[src/hdl/btndb_pkg.sv]
// Shared types and constants for the button debounce and press latch block.
`default_nettype none
package btndb_pkg;

  localparam int NUM_BUTTONS = 4;
  localparam int TIME_W      = 32;
  localparam int DEB_W       = 16;
  localparam int MODE_W      = 2;
  localparam int CFG_IDX_W   = 1;
  localparam int CFG_DATA_W  = 16;

  // Item modes
  localparam logic [MODE_W-1:0] MODE_UPDATE = 2'd0;
  localparam logic [MODE_W-1:0] MODE_TAKE   = 2'd1;
  localparam logic [MODE_W-1:0] MODE_INIT   = 2'd2;

  // Configuration register indexes
  localparam logic [CFG_IDX_W-1:0] CFG_DEBOUNCE_MS = 1'd0;
  localparam logic [CFG_IDX_W-1:0] CFG_ACTIVE_LOW  = 1'd1;

  localparam logic [DEB_W-1:0] DEBOUNCE_MS_RST = 16'd50;
  localparam logic             ACTIVE_LOW_RST  = 1'b1;

  // Per-word command broadcast to every lane
  typedef struct packed {
    logic              do_update;
    logic              do_take;
    logic              do_init;
    logic [TIME_W-1:0] now_ms;
    logic [DEB_W-1:0]  debounce_ms;
  } lane_cmd_t;

  // What one lane reports for the current word
  typedef struct packed {
    logic stable;
    logic taken;
  } lane_res_t;

endpackage
`default_nettype wire

[src/hdl/btndb_lane.sv]
// One button's debounce timer, stable state, arm and pending flags.
`default_nettype none
module btndb_lane (
  input  logic                  clk,
  input  logic                  rst_n,
  input  btndb_pkg::lane_cmd_t  cmd,
  input  logic                  pressed,
  input  logic                  take,
  output btndb_pkg::lane_res_t  res
);
  import btndb_pkg::*;

  logic              raw_r,     raw_nxt;
  logic              stable_r,  stable_nxt;
  logic              armed_r,   armed_nxt;
  logic              pending_r, pending_nxt;
  logic [TIME_W-1:0] last_r,    last_nxt;
  logic [TIME_W-1:0] elapsed;
  logic              expired;

  assign elapsed = cmd.now_ms - last_r;
  assign expired = elapsed >= {{(TIME_W-DEB_W){1'b0}}, cmd.debounce_ms};

  always_comb begin
    raw_nxt     = raw_r;
    stable_nxt  = stable_r;
    armed_nxt   = armed_r;
    pending_nxt = pending_r;
    last_nxt    = last_r;
    res.taken   = 1'b0;
    if (cmd.do_update) begin
      if (pressed != raw_r) begin
        // raw change: restart the timer
        raw_nxt  = pressed;
        last_nxt = cmd.now_ms;
      end else if (expired && (stable_r != raw_r)) begin
        stable_nxt = raw_r;
        if (raw_r) begin
          if (armed_r) begin
            pending_nxt = 1'b1;
            armed_nxt   = 1'b0;
          end
        end else begin
          armed_nxt = 1'b1;
        end
      end
    end else if (cmd.do_take) begin
      res.taken = pending_r & take;
      if (take) begin
        pending_nxt = 1'b0;
      end
    end else if (cmd.do_init) begin
      raw_nxt     = pressed;
      stable_nxt  = pressed;
      armed_nxt   = ~pressed;
      pending_nxt = 1'b0;
      last_nxt    = cmd.now_ms;
    end
    res.stable = stable_nxt;
  end

  always_ff @(posedge clk) begin
    if (!rst_n) begin
      raw_r     <= 1'b0;
      stable_r  <= 1'b0;
      armed_r   <= 1'b0;
      pending_r <= 1'b0;
      last_r    <= '0;
    end else begin
      raw_r     <= raw_nxt;
      stable_r  <= stable_nxt;
      armed_r   <= armed_nxt;
      pending_r <= pending_nxt;
      last_r    <= last_nxt;
    end
  end

  // a stably pressed button is never armed
  a_pressed_not_armed: assert property (@(posedge clk) disable iff (!rst_n)
    stable_r |-> !armed_r)
    else $error("lane armed while stably pressed");

  // a new pending event comes only with a fresh stable press
  a_pending_on_press: assert property (@(posedge clk) disable iff (!rst_n)
    $rose(pending_r) |-> $rose(stable_r))
    else $error("pending set without a stable press");

endmodule
`default_nettype wire

[src/hdl/btndb_merge.sv]
// Merge lane results into the registered result word.
`default_nettype none
module btndb_merge (
  input  logic                                 clk,
  input  logic                                 rst_n,
  input  logic                                 load,
  input  btndb_pkg::lane_res_t                 res [btndb_pkg::NUM_BUTTONS],
  input  logic                                 out_stall,
  output logic                                 out_valid,
  output logic [btndb_pkg::NUM_BUTTONS-1:0]    out_taken_events,
  output logic [btndb_pkg::NUM_BUTTONS-1:0]    out_btn_down,
  output logic                                 out_any_pressed
);
  import btndb_pkg::*;

  logic                   valid_r, valid_nxt;
  logic [NUM_BUTTONS-1:0] taken_r, stable_r;
  logic                   any_r;
  logic [NUM_BUTTONS-1:0] taken_nxt, stable_nxt;

  always_comb begin
    for (int i = 0; i < NUM_BUTTONS; i++) begin
      taken_nxt[i]  = res[i].taken;
      stable_nxt[i] = res[i].stable;
    end
  end

  always_comb begin
    if (load) begin
      valid_nxt = 1'b1;
    end else if (!out_stall) begin
      valid_nxt = 1'b0;
    end else begin
      valid_nxt = valid_r;
    end
  end

  always_ff @(posedge clk) begin
    if (!rst_n) begin
      valid_r <= 1'b0;
    end else begin
      valid_r <= valid_nxt;
    end
  end

  always_ff @(posedge clk) begin
    if (load) begin
      taken_r  <= taken_nxt;
      stable_r <= stable_nxt;
      any_r    <= |stable_nxt;
    end
  end

  assign out_valid        = valid_r;
  assign out_taken_events = taken_r;
  assign out_btn_down     = stable_r;
  assign out_any_pressed  = any_r;

  a_any_matches: assert property (@(posedge clk) disable iff (!rst_n)
    valid_r |-> (any_r == (|stable_r)))
    else $error("any_pressed disagrees with the debounced state");

endmodule
`default_nettype wire

[src/hdl/button_debounce_press_latch_core.sv]
// Top level of the four-button debouncer with one-shot press events.
// Each button has its own lane that runs the
// 32-bit wrapping timer compare and the stable/arm/pending update in the cycle
// the word is accepted, and a result register presents the word's result on the
// next cycle. A new word is taken every cycle while the result side keeps up;
// in_stall is raised only while a finished result is held under out_stall.
// Modes: update samples pins against each lane's timer, take reads and clears
// pending flags under take_mask, init loads state from the pins, and the
// unused code leaves state alone. Write configuration only while idle.
`default_nettype none
module button_debounce_press_latch_core (
  input  logic                                clk,
  input  logic                                rst_n,
  // input word
  input  logic                                in_valid,
  output logic                                in_stall,
  input  logic [btndb_pkg::MODE_W-1:0]        in_mode,
  input  logic [btndb_pkg::NUM_BUTTONS-1:0]   in_pin_levels,
  input  logic [btndb_pkg::TIME_W-1:0]        in_now_ms,
  input  logic [btndb_pkg::NUM_BUTTONS-1:0]   in_take_mask,
  // result word
  output logic                                out_valid,
  input  logic                                out_stall,
  output logic [btndb_pkg::NUM_BUTTONS-1:0]   out_taken_events,
  output logic [btndb_pkg::NUM_BUTTONS-1:0]   out_btn_down,
  output logic                                out_any_pressed,
  // configuration
  input  logic                                cfg_we,
  input  logic [btndb_pkg::CFG_IDX_W-1:0]     cfg_index,
  input  logic [btndb_pkg::CFG_DATA_W-1:0]    cfg_data
);
  import btndb_pkg::*;

  logic [DEB_W-1:0]       debounce_ms_r;
  logic                   active_low_r;
  logic                   accept;
  logic [NUM_BUTTONS-1:0] pressed;
  lane_cmd_t              cmd;
  lane_res_t              res [NUM_BUTTONS];

  // Configuration registers
  always_ff @(posedge clk) begin
    if (!rst_n) begin
      debounce_ms_r <= DEBOUNCE_MS_RST;
      active_low_r  <= ACTIVE_LOW_RST;
    end else if (cfg_we) begin
      case (cfg_index)
        CFG_DEBOUNCE_MS: debounce_ms_r <= cfg_data[DEB_W-1:0];
        CFG_ACTIVE_LOW:  active_low_r  <= cfg_data[0];
        default: ;
      endcase
    end
  end

  // Hold the input while the result register is full and stalled
  assign in_stall = out_valid & out_stall;
  assign accept   = in_valid & ~in_stall;

  // Normalize pin levels to pressed levels
  assign pressed = in_pin_levels ^ {NUM_BUTTONS{active_low_r}};

  // Decode the mode into a command broadcast to every lane
  always_comb begin
    cmd             = '0;
    cmd.now_ms      = in_now_ms;
    cmd.debounce_ms = debounce_ms_r;
    case (in_mode)
      MODE_UPDATE: cmd.do_update = accept;
      MODE_TAKE:   cmd.do_take   = accept;
      MODE_INIT:   cmd.do_init   = accept;
      default: ;
    endcase
  end

  for (genvar g = 0; g < NUM_BUTTONS; g++) begin : g_lane
    btndb_lane u_lane (
      .clk     (clk),
      .rst_n   (rst_n),
      .cmd     (cmd),
      .pressed (pressed[g]),
      .take    (in_take_mask[g]),
      .res     (res[g])
    );
  end

  btndb_merge u_merge (
    .clk              (clk),
    .rst_n            (rst_n),
    .load             (accept),
    .res              (res),
    .out_stall        (out_stall),
    .out_valid        (out_valid),
    .out_taken_events (out_taken_events),
    .out_btn_down     (out_btn_down),
    .out_any_pressed  (out_any_pressed)
  );

endmodule
`default_nettype wire

[config.mk]
export PLATFORM = sky130hd
export DESIGN_NAME = button_debounce_press_latch_core
export DESIGN_NICKNAME = d
export VERILOG_FILES = /design/src/hdl/btndb_pkg.sv /design/src/hdl/btndb_lane.sv /design/src/hdl/btndb_merge.sv /design/src/hdl/button_debounce_press_latch_core.sv
export SDC_FILE = /design/constraint.sdc
export NUM_CORES = 1
export LEC_CHECK = 0
export ABC_AREA = 1
export BUFFER_PORTS_ARGS = -buffer_cell sky130_fd_sc_hd__buf_2
export CAP_MARGIN = 20
export CELL_PAD_IN_SITES_DETAIL_PLACEMENT = 1
export CELL_PAD_IN_SITES_GLOBAL_PLACEMENT = 1
export CORE_MARGIN = 3
export CORE_UTILIZATION = 48
export DETAILED_ROUTE_END_ITERATION = 6
export MAX_ROUTING_LAYER = met4
export PLACE_DENSITY = 0.93
export SETUP_SLACK_MARGIN = 0.5
export SYNTH_ARGS = -nofsm -noshare
export SYNTH_HDL_FRONTEND = slang
export SYNTH_SLANG_ARGS = --single-unit
[constraint.sdc]
create_clock -name clk -period 6.6 [get_ports clk]
set_input_delay 0.33 -clock clk [delete_from_list [all_inputs] [get_ports clk]]
set_output_delay 0.33 -clock clk [all_outputs]
set_load 0.02 [all_outputs]
# [Word-level counts from Yosys, hierarchy flattened]
# Index checks and enable logic that the tools add are counted.
# W data, S select, Z words.
[classes] add_sub_neg=4 order_cmp=4 n_eq_ne=36 mux=104 n_bitwise=14 reduce_logical=23
[op_table] operator="$mux W32" n=10
[op_table] operator="$ge A32 B16 Y1" n=4
[op_table] operator="$sub A32 B32 Y32" n=4
[op_table] operator="$mux W1" n=94
[op_table] operator="$ne A2 B1 Y1 const B" n=18
[op_table] operator="$reduce_and A6 Y1" n=4
[op_table] operator="$reduce_and A4 Y1" n=4
[op_table] operator="$ne A3 B2 Y1 const B" n=4
[op_table] operator="$reduce_and A3 Y1" n=4
[op_table] operator="$ne A1 B1 Y1" n=8
[op_table] operator="$ne A2 B2 Y1 const B" n=4
[op_table] operator="$not A1 Y1" n=7
[op_table] operator="$and A1 B1 Y1" n=6
[op_table] operator="$logic_and A1 B1 Y1" n=4
[op_table] operator="$reduce_and A2 Y1" n=2
[op_table] operator="$reduce_or A4 Y1" n=1
[op_table] operator="$xor A4 B4 Y4" n=1
[op_table] operator="$reduce_bool A3 Y1" n=1
[op_table] operator="$eq A2 B1 Y1 const B" n=1
[op_table] operator="$eq A2 B2 Y1 const B" n=1
[op_table] operator="$logic_not A2 Y1" n=1
[op_table] operator="$reduce_bool A2 Y1" n=1
[op_table] operator="$reduce_or A2 Y1" n=1
[totals] reg_bits=171 in_bits=64 out_inout_bits=11 word_cells=211

# [Depth between registers and ports, before layout]
# Gate-level depths: netlist of the first run.
[logic_depth] word_depth=8 depth_mapped=29 mapped_depth_nobuf=29

# [Modules after synthesis]
# A second synthesis of the first run with hierarchy kept.
[unflattened] cells_unflattened=3187 area_unflattened_um2=18567.8
[by_module_without_submodules] mod="btndb_lane (g_lane[1].u_lane ...)" instances=2 cells_each=763 area_per_inst_um2=4384.2 seq_area_each_um2=720.7
[by_module_without_submodules] mod="btndb_lane (g_lane[3].u_lane)" instances=1 cells_each=773 area_per_inst_um2=4356.7 seq_area_each_um2=720.7
[by_module_without_submodules] mod="btndb_lane (g_lane[0].u_lane)" instances=1 cells_each=752 area_per_inst_um2=4297.9 seq_area_each_um2=720.7
[by_module_without_submodules] mod="button_debounce_press_latch_core" instances=1 cells_each=119 area_per_inst_um2=823.3 seq_area_each_um2=340.3
[by_module_without_submodules] mod="btndb_merge" instances=1 cells_each=17 area_per_inst_um2=321.6 seq_area_each_um2=290.3

# [Worst setup path after synthesis of the first run]
# No wires, ideal clock.
[synth_timing] path_type="in2reg" startpoint="input in_now_ms[0] in the netlist's numbering" endpoint="register u_merge.any_r (netlist: u_merge.out_any_pressed) (data pin)" setup_time_ps=252 t_arrival_ps=2978 required_ps=6348 slack_ps=3370 path_stages=26 path_buffers=0 cell_sequence="inv_1 ha_1 fa_1 inv_1 nand2_1 nand3_1 nand2_1 nand2_2 xor2_1 ha_1 nand2_1 nor2_1 a211oi_1 nand2_1 nor2_1 nand2_1 nor2_1 nand3_1 nor2_2 nand2_2 a21oi_1 nand2_1 nand2_2 nand2_1 inv_1 nand2_1"
[synth_via] elab_chain_len=7 elab_cells_between_ends=25 classes_between="add/sub (4); order compare (4); mux (12); reduce/logical (5)"
[synth_rtl] item="from (decl)" line_no="button_debounce_press_latch_core.sv:19" rtl="input logic [btndb_pkg::TIME_W-1:0] in_now_ms,"
[synth_rtl] item="$sub A32 B32 Y32" line_no="btndb_lane.sv:21" rtl="assign elapsed = cmd.now_ms - last_r;"
[synth_rtl] item="$ge A32 B16 Y1" line_no="btndb_lane.sv:22" rtl="assign expired = elapsed >= {{(TIME_W-DEB_W){1'b0}}, cmd.debounce_ms};"
[synth_rtl] item="$logic_and A1 B1 Y1" line_no="btndb_lane.sv:36" rtl="end else if (expired && (stable_r != raw_r)) begin"
[synth_rtl] item="$mux W1" line_no="btndb_lane.sv:36"
[synth_rtl] item="$mux W1" line_no="btndb_lane.sv:32" rtl="if (pressed != raw_r) begin"
[synth_rtl] item="$mux W1" line_no="btndb_lane.sv:31" rtl="if (cmd.do_update) begin"
[synth_rtl] item="$reduce_or A4 Y1 (*)" line_no="btndb_merge.sv:50" rtl="any_r <= |stable_nxt;"
[synth_rtl] item="to (signal assigned)" line_no="btndb_merge.sv:50"
[synth_rtl] item="to (decl)" line_no="btndb_merge.sv:18" rtl="logic any_r;"
# Every way passes the cells marked *; elsewhere a longest branch is shown, timed or not.
# A chain may end at the register's enable or synchronous reset.

# [Worst setup path after layout of the first run]
[layout_timing] startpoint="register g_lane[2].u_lane.last_r[12]" endpoint="register u_merge.any_r (netlist: u_merge.out_any_pressed) (data pin)"
[layout_via] elab_chain_len=7
[layout_rtl] item="from (decl)" line_no="btndb_lane.sv:17" rtl="logic [TIME_W-1:0] last_r, last_nxt;"
[layout_rtl] item="from (signal assigned)" line_no="btndb_lane.sv:74" rtl="last_r <= last_nxt;"
[layout_rtl] item="$sub A32 B32 Y32" line_no="btndb_lane.sv:21"
[layout_rtl] item="$ge A32 B16 Y1" line_no="btndb_lane.sv:22"
[layout_rtl] item="$logic_and A1 B1 Y1" line_no="btndb_lane.sv:36"
[layout_rtl] item="$mux W1" line_no="btndb_lane.sv:36"
[layout_rtl] item="$mux W1" line_no="btndb_lane.sv:32"
[layout_rtl] item="$mux W1" line_no="btndb_lane.sv:31"
[layout_rtl] item="$reduce_or A4 Y1" line_no="btndb_merge.sv:50"
# Every way passes these cells.

==> reports/qor.txt, run 1 <==
Status = completed
Worst Skew = 0.0258 ns
Via count = 20200
Final setup viols = 0
Sequential share of the synthesized area = 0.196
Main area contributors after synthesis = nand2_1 (22%), dfxtp_1 (18%), inv_1 (13%)
Pleak = 10.7 nW
Synth cell types = 39
Post-synthesis cell count = 3118
CTS tree = yes
Die X-Extent = 199 um
Drt wl/cell = 19.4 um
Element type at the critical path end = flop
Worst vdd ir = 0.000221 V
Synth cell count leaders = nand2_1 (1031), inv_1 (642), a21oi_1 (256), nor2_1 (208), ha_1 (188)
Setup CP Type = flop to flop
Gp weighted congestion = 0.929
Post-DP HPWL = 54900 um
GR Util met2 = 0.623
HP Class = input port to flop
I/O pins = 75
Post-route ant nets = 0
Share of the synthesized area in the top cell type = 0.216
Final period utilization = 0.587
Share of post-route cells with drive strength above 1 = 0.0715
# nets final = 3420
Most frequent cell on the critical path = nand2_1
Worst path arrival time = 4.12 ns
Max FO, Critical Path = 4
Ys flop type = dfxtp_1
Full die area = 39700 um^2
Max Slew Vio Count = 0
Post-CTS repair timing setup buffer count = 0
Largest net degree at the start of global routing = 89
Mapped Area = 17900 um^2
CTS Buf Count = 17
CP max-delay cell = ha_1
Synth area leader = nand2_1
Row count = 70
Synth Area per Inst = 5.75 um^2
CTS Hold Buffers Added = 0
GR Overflow Total = 0
Final TNS setup = 0 ns
Number of flops mapped to enable cells by yosys = 9
Vias/cell = 5.55
Worst setup SP type = flop
Initial antenna violation count = 0
Iteration-0 DRC Markers = 1158
Rel. slew slack = 0.362
Final core occ = 0.525
Clock latency on the worst-skew pair = 0.49 ns
Max cap viols = 0
Clock-pin slew on the worst setup and hold paths = 0.08 ns
Post-route minimum period = 3.87 ns
Clock Path Buffers = 2
DRT Pass-1 Iters = 5
Crit-path max cell delay = 0.40 ns
Critical path required time = 6.85 ns
H-Tree Depth = 4
First-pass GRT wire length = 110000 um
Post-cts repair resize count = 0
DRC viols = 0
Max frequency = 258 MHz
Slew @ Worst Pin = 0.956 ns
Root buffer cell = clkbuf_16
Layout Area Growth over Synthesis = 7.49%
Syn Nets = 3374
Asr flop ratio synth = 0
GR peak layer = met2
Met3 GRT Util = 0.0406
Starting Density = 0.489
Yosys warning count = 0
RSZ-0062 raised after global routing = no
Wirelength, routed = 70800 um
Port bufs = 74
Register bit total from synthesis = 171
Vias in the first global route = 20900
Met1 usage = 0.413
Hold Fails Final Rpt = 0
Core area = 36700 um^2
Total GRT Usage = 0.364
CTS Sinks = 171
Overall die height = 199 um
Most common cell in the netlist = nand2_1
Pwr per Cell Area = 212 nW/um^2
metrics by stage:
step / setup WS (ns) / area, um^2 / hold slack [ns] / cells / power, mW
finish: 2.73 / 19300 / 0.102 / 3646 / 4.10
floorplan: 3.37 / 17900 / 0.432 / 3118 / 2.43
global placement: 2.81 / 18700 / 0.444 / 3613 / 2.85
CTS: 2.77 / 19300 / 0.102 / 3645 / 4.07
detailed placement: 2.66 / 18700 / 0.451 / 3613 / 2.97
global route: 2.44 / 19300 / 0.109 / 3645 / 4.36
state kept, by name, indices dropped and copies added (netlist names):
signal and cells:
g_lane.u_lane.pending_r 4, u_merge.out_taken_events 4, u_merge.out_btn_down 4, g_lane.u_lane.raw_r 4, u_merge.out_valid 1, debounce_ms_r 16, u_merge.out_any_pressed 1, g_lane.u_lane.last_r 128
g_lane.u_lane.stable_r 4, g_lane.u_lane.armed_r 4, active_low_r 1
layout make-up:
class	count	area [um^2]
inverter	668	2510
clock inverter	13	123
antenna	1	2.50
tap	468	586
timing repair buffer	75	380
clock buffer	19	443
fill	5444	17400
sequential	171	3510
multi-input combinational	2231	11700
layout by cell type, fill, tap and decap left out, types with 5 or more instances in the layout:
cell type	count
edfxtp_1	9
nand4_1	23
nor2_2	26
or2_1	5
nor2_1	208
nand2_1	1031
nand3_1	114
xnor2_1	8
xor2_1	57
nor3_2	10
buf_2	73
dfxtp_1	162
o21ai_0	154
clkbuf_16	17
a21oi_2	7
a21o_1	6
a211oi_1	12
nor3_1	23
nand3_2	6
nand3b_1	12
nand2_2	41
inv_2	25
ha_1	188
inv_6	7
inv_1	642
o21bai_1	10
and2_1	9
a21oi_1	256
logic make-up after synthesis:
| group | after synthesis | synth area share |
|---|---|---|
| AND/OR/NAND/NOR | 1518 | 0.352 |
| buffers and inverters | 716 | 0.150 |
| AO/OA/AOI/OAI | 456 | 0.134 |
| adder cells (fa/ha/maj) | 192 | 0.136 |
| flip-flops | 171 | 0.196 |
| XOR/XNOR | 65 | 0.0317 |
worst max-delay path: cells and delay by family (launching register included):
kind | cells | cell delay (ns)
AO/OA/AOI/OAI | 2 | 0.43
flip-flops | 1 | 0.33
adder cells (fa/ha/maj) | 2 | 0.65
AND/OR/NAND/NOR | 18 | 1.84
buffers and inverters | 3 | 0.24
XOR/XNOR | 1 | 0.16
per-layer routing:
metal,routed length (um),vias up
met2,34000,627
met3,3500,257
met4,4570,0
met5,0,-
li1,-,9701
met1,28700,9646
final timing paths:
kind	slack, ns	from	depth (start not counted)	endpoint
worst max register to register	2.73	g_lane[2].u_lane.last_r[12]	26	u_merge.out_any_pressed
worst min register to register	0.46	g_lane[3].u_lane.last_r[25]	2	g_lane[3].u_lane.last_r[25]
worst max-delay path	2.73	g_lane[2].u_lane.last_r[12]	26	u_merge.out_any_pressed
worst min-delay path	0.10	cfg_data[1]	3	debounce_ms_r[1]
where the power goes:
group / switching, mW / internal [mW]
Sequential: 0.0288 / 1.12
Combinational: 1.27 / 0.600
Clock: 0.566 / 0.513
Power figures use the tool's default switching activity.
==> run 2: changes to the inputs <==
--- a/config.mk
+++ b/config.mk
@@ -5,16 +5,16 @@
 export SDC_FILE = /design/constraint.sdc
 export NUM_CORES = 1
 export LEC_CHECK = 0
-export ABC_AREA = 1
+export ABC_AREA = 0
 export BUFFER_PORTS_ARGS = -buffer_cell sky130_fd_sc_hd__buf_2
 export CAP_MARGIN = 20
 export CELL_PAD_IN_SITES_DETAIL_PLACEMENT = 1
 export CELL_PAD_IN_SITES_GLOBAL_PLACEMENT = 1
 export CORE_MARGIN = 3
-export CORE_UTILIZATION = 48
+export CORE_UTILIZATION = 47
 export DETAILED_ROUTE_END_ITERATION = 6
 export MAX_ROUTING_LAYER = met4
-export PLACE_DENSITY = 0.93
+export PLACE_DENSITY = 0.87
 export SETUP_SLACK_MARGIN = 0.5
 export SYNTH_ARGS = -nofsm -noshare
 export SYNTH_HDL_FRONTEND = slang
==> constraint.sdc (replaced) <==
create_clock -name clk -period 3.9 [get_ports clk]
set_input_delay 0.195 -clock clk [delete_from_list [all_inputs] [get_ports clk]]
set_output_delay 0.195 -clock clk [all_outputs]
set_load 0.02 [all_outputs]
==> run 2 against run 1 <==
  * The flow now stops in 5_1_grt
  * Synthesized cell count shrank 28%
  * Synthesized area shrank 9.9%
==> reports/qor.txt, run 2 <==
Status = stopped before the end
Failing step = 5_1_grt
Log Error = [ERROR GRT-0232] Routing congestion too high. Check the congestion heatmap in the GUI.
CTS Buf Count = 17 (unchanged)
Synth cell types = 111 (+180%)
GR Overflow Total = 18
Yosys warning count = 0 (unchanged)
Share of the synthesized area in the top cell type = 0.201 (-0.0150)
Synth cell count leaders = nand2_1 (424), a21oi_1 (314), ha_1 (188), inv_1 (176), dfxtp_1 (162)
CTS Sinks = 171 (unchanged)
Mapped Area = 16100 um^2 (-9.9%)
Largest net degree at the start of global routing = 59
Port bufs = 74 (unchanged)
Root buffer cell = clkbuf_16
Synth Area per Inst = 7.18 um^2 (+25%)
Sequential share of the synthesized area = 0.218 (+0.0216)
Die X-Extent = 191 um (-4.0%)
Asr flop ratio synth = 0 (unchanged)
Worst EP post-GRT repair = u_merge.out_any_pressed$_DFFE_PP_/D
Post-DP HPWL = 56200 um (+2.4%)
I/O pins = 75 (unchanged)
Syn Nets = 2504 (-26%)
Register bit total from synthesis = 171 (unchanged)
Overall die height = 191 um (-4.0%)
Worst ep type = sequential cell input
Starting Density = 0.479 (-0.00948)
Gp weighted congestion = 0.980 (+5.5%)
Clock Path Buffers = 2 (unchanged)
H-Tree Depth = 4 (unchanged)
Most common cell in the netlist = nand2_1
Row count = 67 (-4.3%)
Main area contributors after synthesis = dfxtp_1 (20%), ha_1 (15%), nand2_1 (9.9%)
Post-synthesis cell count = 2248 (-28%)
Ys flop type = dfxtp_1
Synth area leader = dfxtp_1
Number of flops mapped to enable cells by yosys = 9 (unchanged)
Total GRT Usage = 0.742
## run 2: cell types whose count changed after synthesis, sizes merged, moves of 21 or more
cell	previous run	this run
a21o	6	43
a21oi	263	318
clkbuf	39	77
inv	667	178
nand2	1074	426
nand2b	0	33
nand3	120	50
nand4	23	44
nor2	236	135
o211ai	4	31
o21a	0	32
o21ai	157	101
xnor2	8	57
xor2	57	35
## run 2: routing by layer
layer  track usage  overflow
met1         0.716         0
met2         0.914        12
met3         0.530         0
met4         0.782         6
met5             -         -
## run 2: cells by family after synthesis
kind of cell / count (synthesis) / synth area share
XOR/XNOR: 92 / 0.0504
multiplexers: 22 / 0.0143
flip-flops: 171 / 0.218
AO/OA/AOI/OAI: 666 / 0.260
AND/OR/NAND/NOR: 832 / 0.237
buffers and inverters: 273 / 0.0694
adder cells (fa/ha/maj): 192 / 0.151
## run 2: timing repair
action                     in CTS
hold buffers                   17
pin swaps                      76
hold endpoints to repair       17
resized for setup             139
setup buffers                  71
setup endpoints to repair      17
## run 2: metrics by stage
| step | instances | util | setup WS [ns] | cell area, um^2 | hold slack, ns |
|---|---|---|---|---|---|
| after floorplan | 2248 | - | -0.567 | 16400 | 0.319 |
| after global placement | 3105 | 0.599 | -1.17 | 20200 | 0.418 |
| after detailed placement | 3105 | 0.599 | -1.45 | 20200 | 0.428 |
| after CTS | 3225 | 0.655 | -1.27 | 22100 | 0.00564 |
==> run 3: changes to the inputs <==
--- a/config.mk
+++ b/config.mk
@@ -8,14 +8,10 @@
 export ABC_AREA = 0
 export BUFFER_PORTS_ARGS = -buffer_cell sky130_fd_sc_hd__buf_2
 export CAP_MARGIN = 20
-export CELL_PAD_IN_SITES_DETAIL_PLACEMENT = 1
-export CELL_PAD_IN_SITES_GLOBAL_PLACEMENT = 1
 export CORE_MARGIN = 3
-export CORE_UTILIZATION = 47
+export CORE_UTILIZATION = 40
 export DETAILED_ROUTE_END_ITERATION = 6
-export MAX_ROUTING_LAYER = met4
-export PLACE_DENSITY = 0.87
-export SETUP_SLACK_MARGIN = 0.5
+export PLACE_DENSITY_LB_ADDON = 0.15
 export SYNTH_ARGS = -nofsm -noshare
 export SYNTH_HDL_FRONTEND = slang
 export SYNTH_SLANG_ARGS = --single-unit
==> run 3 against run 2 <==
  * The flow now finishes, with violations (negative setup slack)
  * Synthesized area stayed put
  * Synthesized cell count did not move
==> reports/qor.txt, run 3 <==
Status = finished with violations
Failing checks = negative setup slack
Max FO, Critical Path = 3
Clock latency on the worst-skew pair = 0.49 ns
Clock-pin slew on the worst setup and hold paths = 0.07 ns
Setup CP Type = flop to flop
Core area = 39300 um^2
Most frequent cells in the layout = buf_4 (486), nand2_1 (421), a21oi_1 (289), inv_1 (167), ha_1 (162)
Worst setup SP type = flop
CTS tree = yes
Clock Path Buffers = 2 (unchanged)
Critical path required time = 4.13 ns
Mapped Area = 16100 um^2 (unchanged)
Synth area leader = dfxtp_1
Slew @ Worst Pin = 0.948 ns
Worst path arrival time = 5.15 ns
Max Slew Vio Count = 0
Synth cell count leaders = nand2_1 (424), a21oi_1 (314), ha_1 (188), inv_1 (176), dfxtp_1 (162)
Pwr per Cell Area = 309 nW/um^2
Total GRT Usage = 0.275
Hold Fails Final Rpt = 0
Max frequency = 204 MHz
Yosys warning count = 0 (unchanged)
Ys flop type = dfxtp_1
HP Class = input port to flop
Drt wl/cell = 17.8 um
Port bufs = 74 (unchanged)
Critical-path cell list = ha_4, fa_2, nand2b_4, a21oi_4, o21ai_2, o211ai_1, xor2_1, ha_1, nand2_1, o221ai_2, nor4_2, o2111ai_1, a2111oi_1, nand4_1, nor4bb_1, buf_4, nand4_1, nor4_2, or4_4, clkinv_4, or4_4
Via count = 17900
Worst Skew = 0.0153 ns
Largest net degree at the start of global routing = 88
Iteration-0 DRC Markers = 875
Reg with most FFs = g_lane.u_lane.last_r
CTS Buf Count = 17 (unchanged)
Gp weighted congestion = 0.955 (-2.6%)
Wirelength, routed = 59000 um
Full die area = 42800 um^2
Asr flop ratio synth = 0 (unchanged)
Sequential share of the synthesized area = 0.218 (unchanged)
Element type at the critical path end = flop
DRC viols = 0
Largest registers = g_lane.u_lane.last_r x128, debounce_ms_r x16
Vias/cell = 5.41
DRT Pass-1 Iters = 5
First-pass GRT wire length = 91400 um
GR Overflow Total = 0
Register bit total from synthesis = 171 (unchanged)
RSZ-0062 raised after global routing = yes
Worst vdd ir = 0.000345 V
Crit-path max cell delay = 0.49 ns
Post-route ant nets = 0
Place WS = -1.28 ns (+0.165 ns)
CP max-delay cell = or4_4
Root buffer cell = clkbuf_16
I/O pins = 75 (unchanged)
Number of flops mapped to enable cells by yosys = 9 (unchanged)
Main area contributors after synthesis = dfxtp_1 (20%), ha_1 (15%), nand2_1 (9.9%)
Reg2reg setup slack = -1.01 ns
# nets final = 3030
H-Tree Depth = 4 (unchanged)
Final setup viols = 17
Synth cell types = 111 (unchanged)
Post-DP HPWL = 46500 um (-17%)
Post-route minimum period = 4.91 ns
Share of post-route cells with drive strength above 1 = 0.300
Row count = 72 (+7.5%)
Largest register FFs = 128
Rel. slew slack = 0.366
CTS Sinks = 171 (unchanged)
Layout Area Growth over Synthesis = 39.0%
Max cap viols = 0
Syn Nets = 2504 (unchanged)
Initial antenna violation count = 1
Overall die height = 207 um (+8.1%)
Final Worst Setup Slack = -1.01 ns
Synth Area per Inst = 7.18 um^2 (unchanged)
Final period utilization = 1.26
Final hold slack = 0.0362 ns
Pleak = 9.30 nW
Post-synthesis cell count = 2248 (unchanged)
Starting Density = 0.411 (-0.0680)
Share of the synthesized area in the top cell type = 0.201 (unchanged)
Vias in the first global route = 17400
Die X-Extent = 207 um (+8.1%)
Commonest non-fill, non-tap cell in the layout = buf_4
Most common cell in the netlist = nand2_1
## run 3: metal layers
metal / global-route usage / vias to the layer above / wire length, um
li1: - / 8991 / -
met1: 0.371 / 8429 / 27200
met2: 0.458 / 389 / 27700
met3: 0.0470 / 77 / 2860
met4: 0.0696 / 0 / 1210
met5: 0 / - / 0
## run 3: path summary, 6_finish.rpt
path | startpoint | to | cells after the start
worst max register to register | g_lane[3].u_lane.last_r[0] | u_merge.out_any_pressed | 21
worst min register to register | g_lane[2].u_lane.last_r[22] | g_lane[2].u_lane.last_r[22] | 2
worst min-delay path | in_now_ms[14] | g_lane[3].u_lane.last_r[14] | 3
worst max-delay path | g_lane[3].u_lane.last_r[0] | u_merge.out_any_pressed | 21
## run 3: critical path, delay by kind of cell, from the launching register on
family | cells | cell delay, ns
adder cells (fa/ha/maj) | 3 | 0.82
XOR/XNOR | 1 | 0.18
AO/OA/AOI/OAI | 6 | 1.08
AND/OR/NAND/NOR | 9 | 2.01
buffers and inverters | 2 | 0.23
flip-flops | 1 | 0.34
## run 3: cell type report
class / instances / area, um^2
antenna: 1 / 2.50
tap: 518 / 648
inverter: 179 / 682
clock inverter: 15 / 188
clock buffer: 17 / 425
sequential: 171 / 3540
multi-input combinational: 1804 / 12500
timing repair buffer: 601 / 4490
fill: 3819 / 16800
## run 3: cell families after synthesis
| kind of cell | count (synthesis) | share of synthesized area |
|---|---|---|
| compound gates | 666 | 0.260 |
| xor+xnor | 92 | 0.0504 |
| fa+ha+maj | 192 | 0.151 |
| buf+inv | 273 | 0.0694 |
| flops | 171 | 0.218 |
| mux | 22 | 0.0143 |
| simple gates | 832 | 0.237 |
## run 3: timing repair
action | CTS | global route
pin swaps | 48 | 66
hold buffers | 20 | 0
endpoints found under the setup margin | 17 | 17
gates resized for setup | 97 | 98
endpoints found under the hold margin | 19 | 0
setup buffers | 15 | 26
## run 3: where the power goes
part	switching, mW	internal, mW	total, mW
Clock	0.857	1.02	1.87
Combinational	1.68	1.49	3.17
Sequential	0.0527	1.85	1.90
Total	2.59	4.36	6.95
## run 3: per-stage QoR
stage,cell area (um^2),TNS (ns),utilization,power (mW),cells
2_1_floorplan,16300,-1.23,-,3.58,2248
3_5_place_dp,20400,-13.50,0.520,4.77,3215
4_1_cts,21800,-7.56,0.556,6.81,3281
3_3_place_gp,20400,-12.16,0.520,4.73,3215
5_1_grt,22400,-11.61,0.572,7.39,3305
6_report,22500,-7.77,0.572,6.95,3306
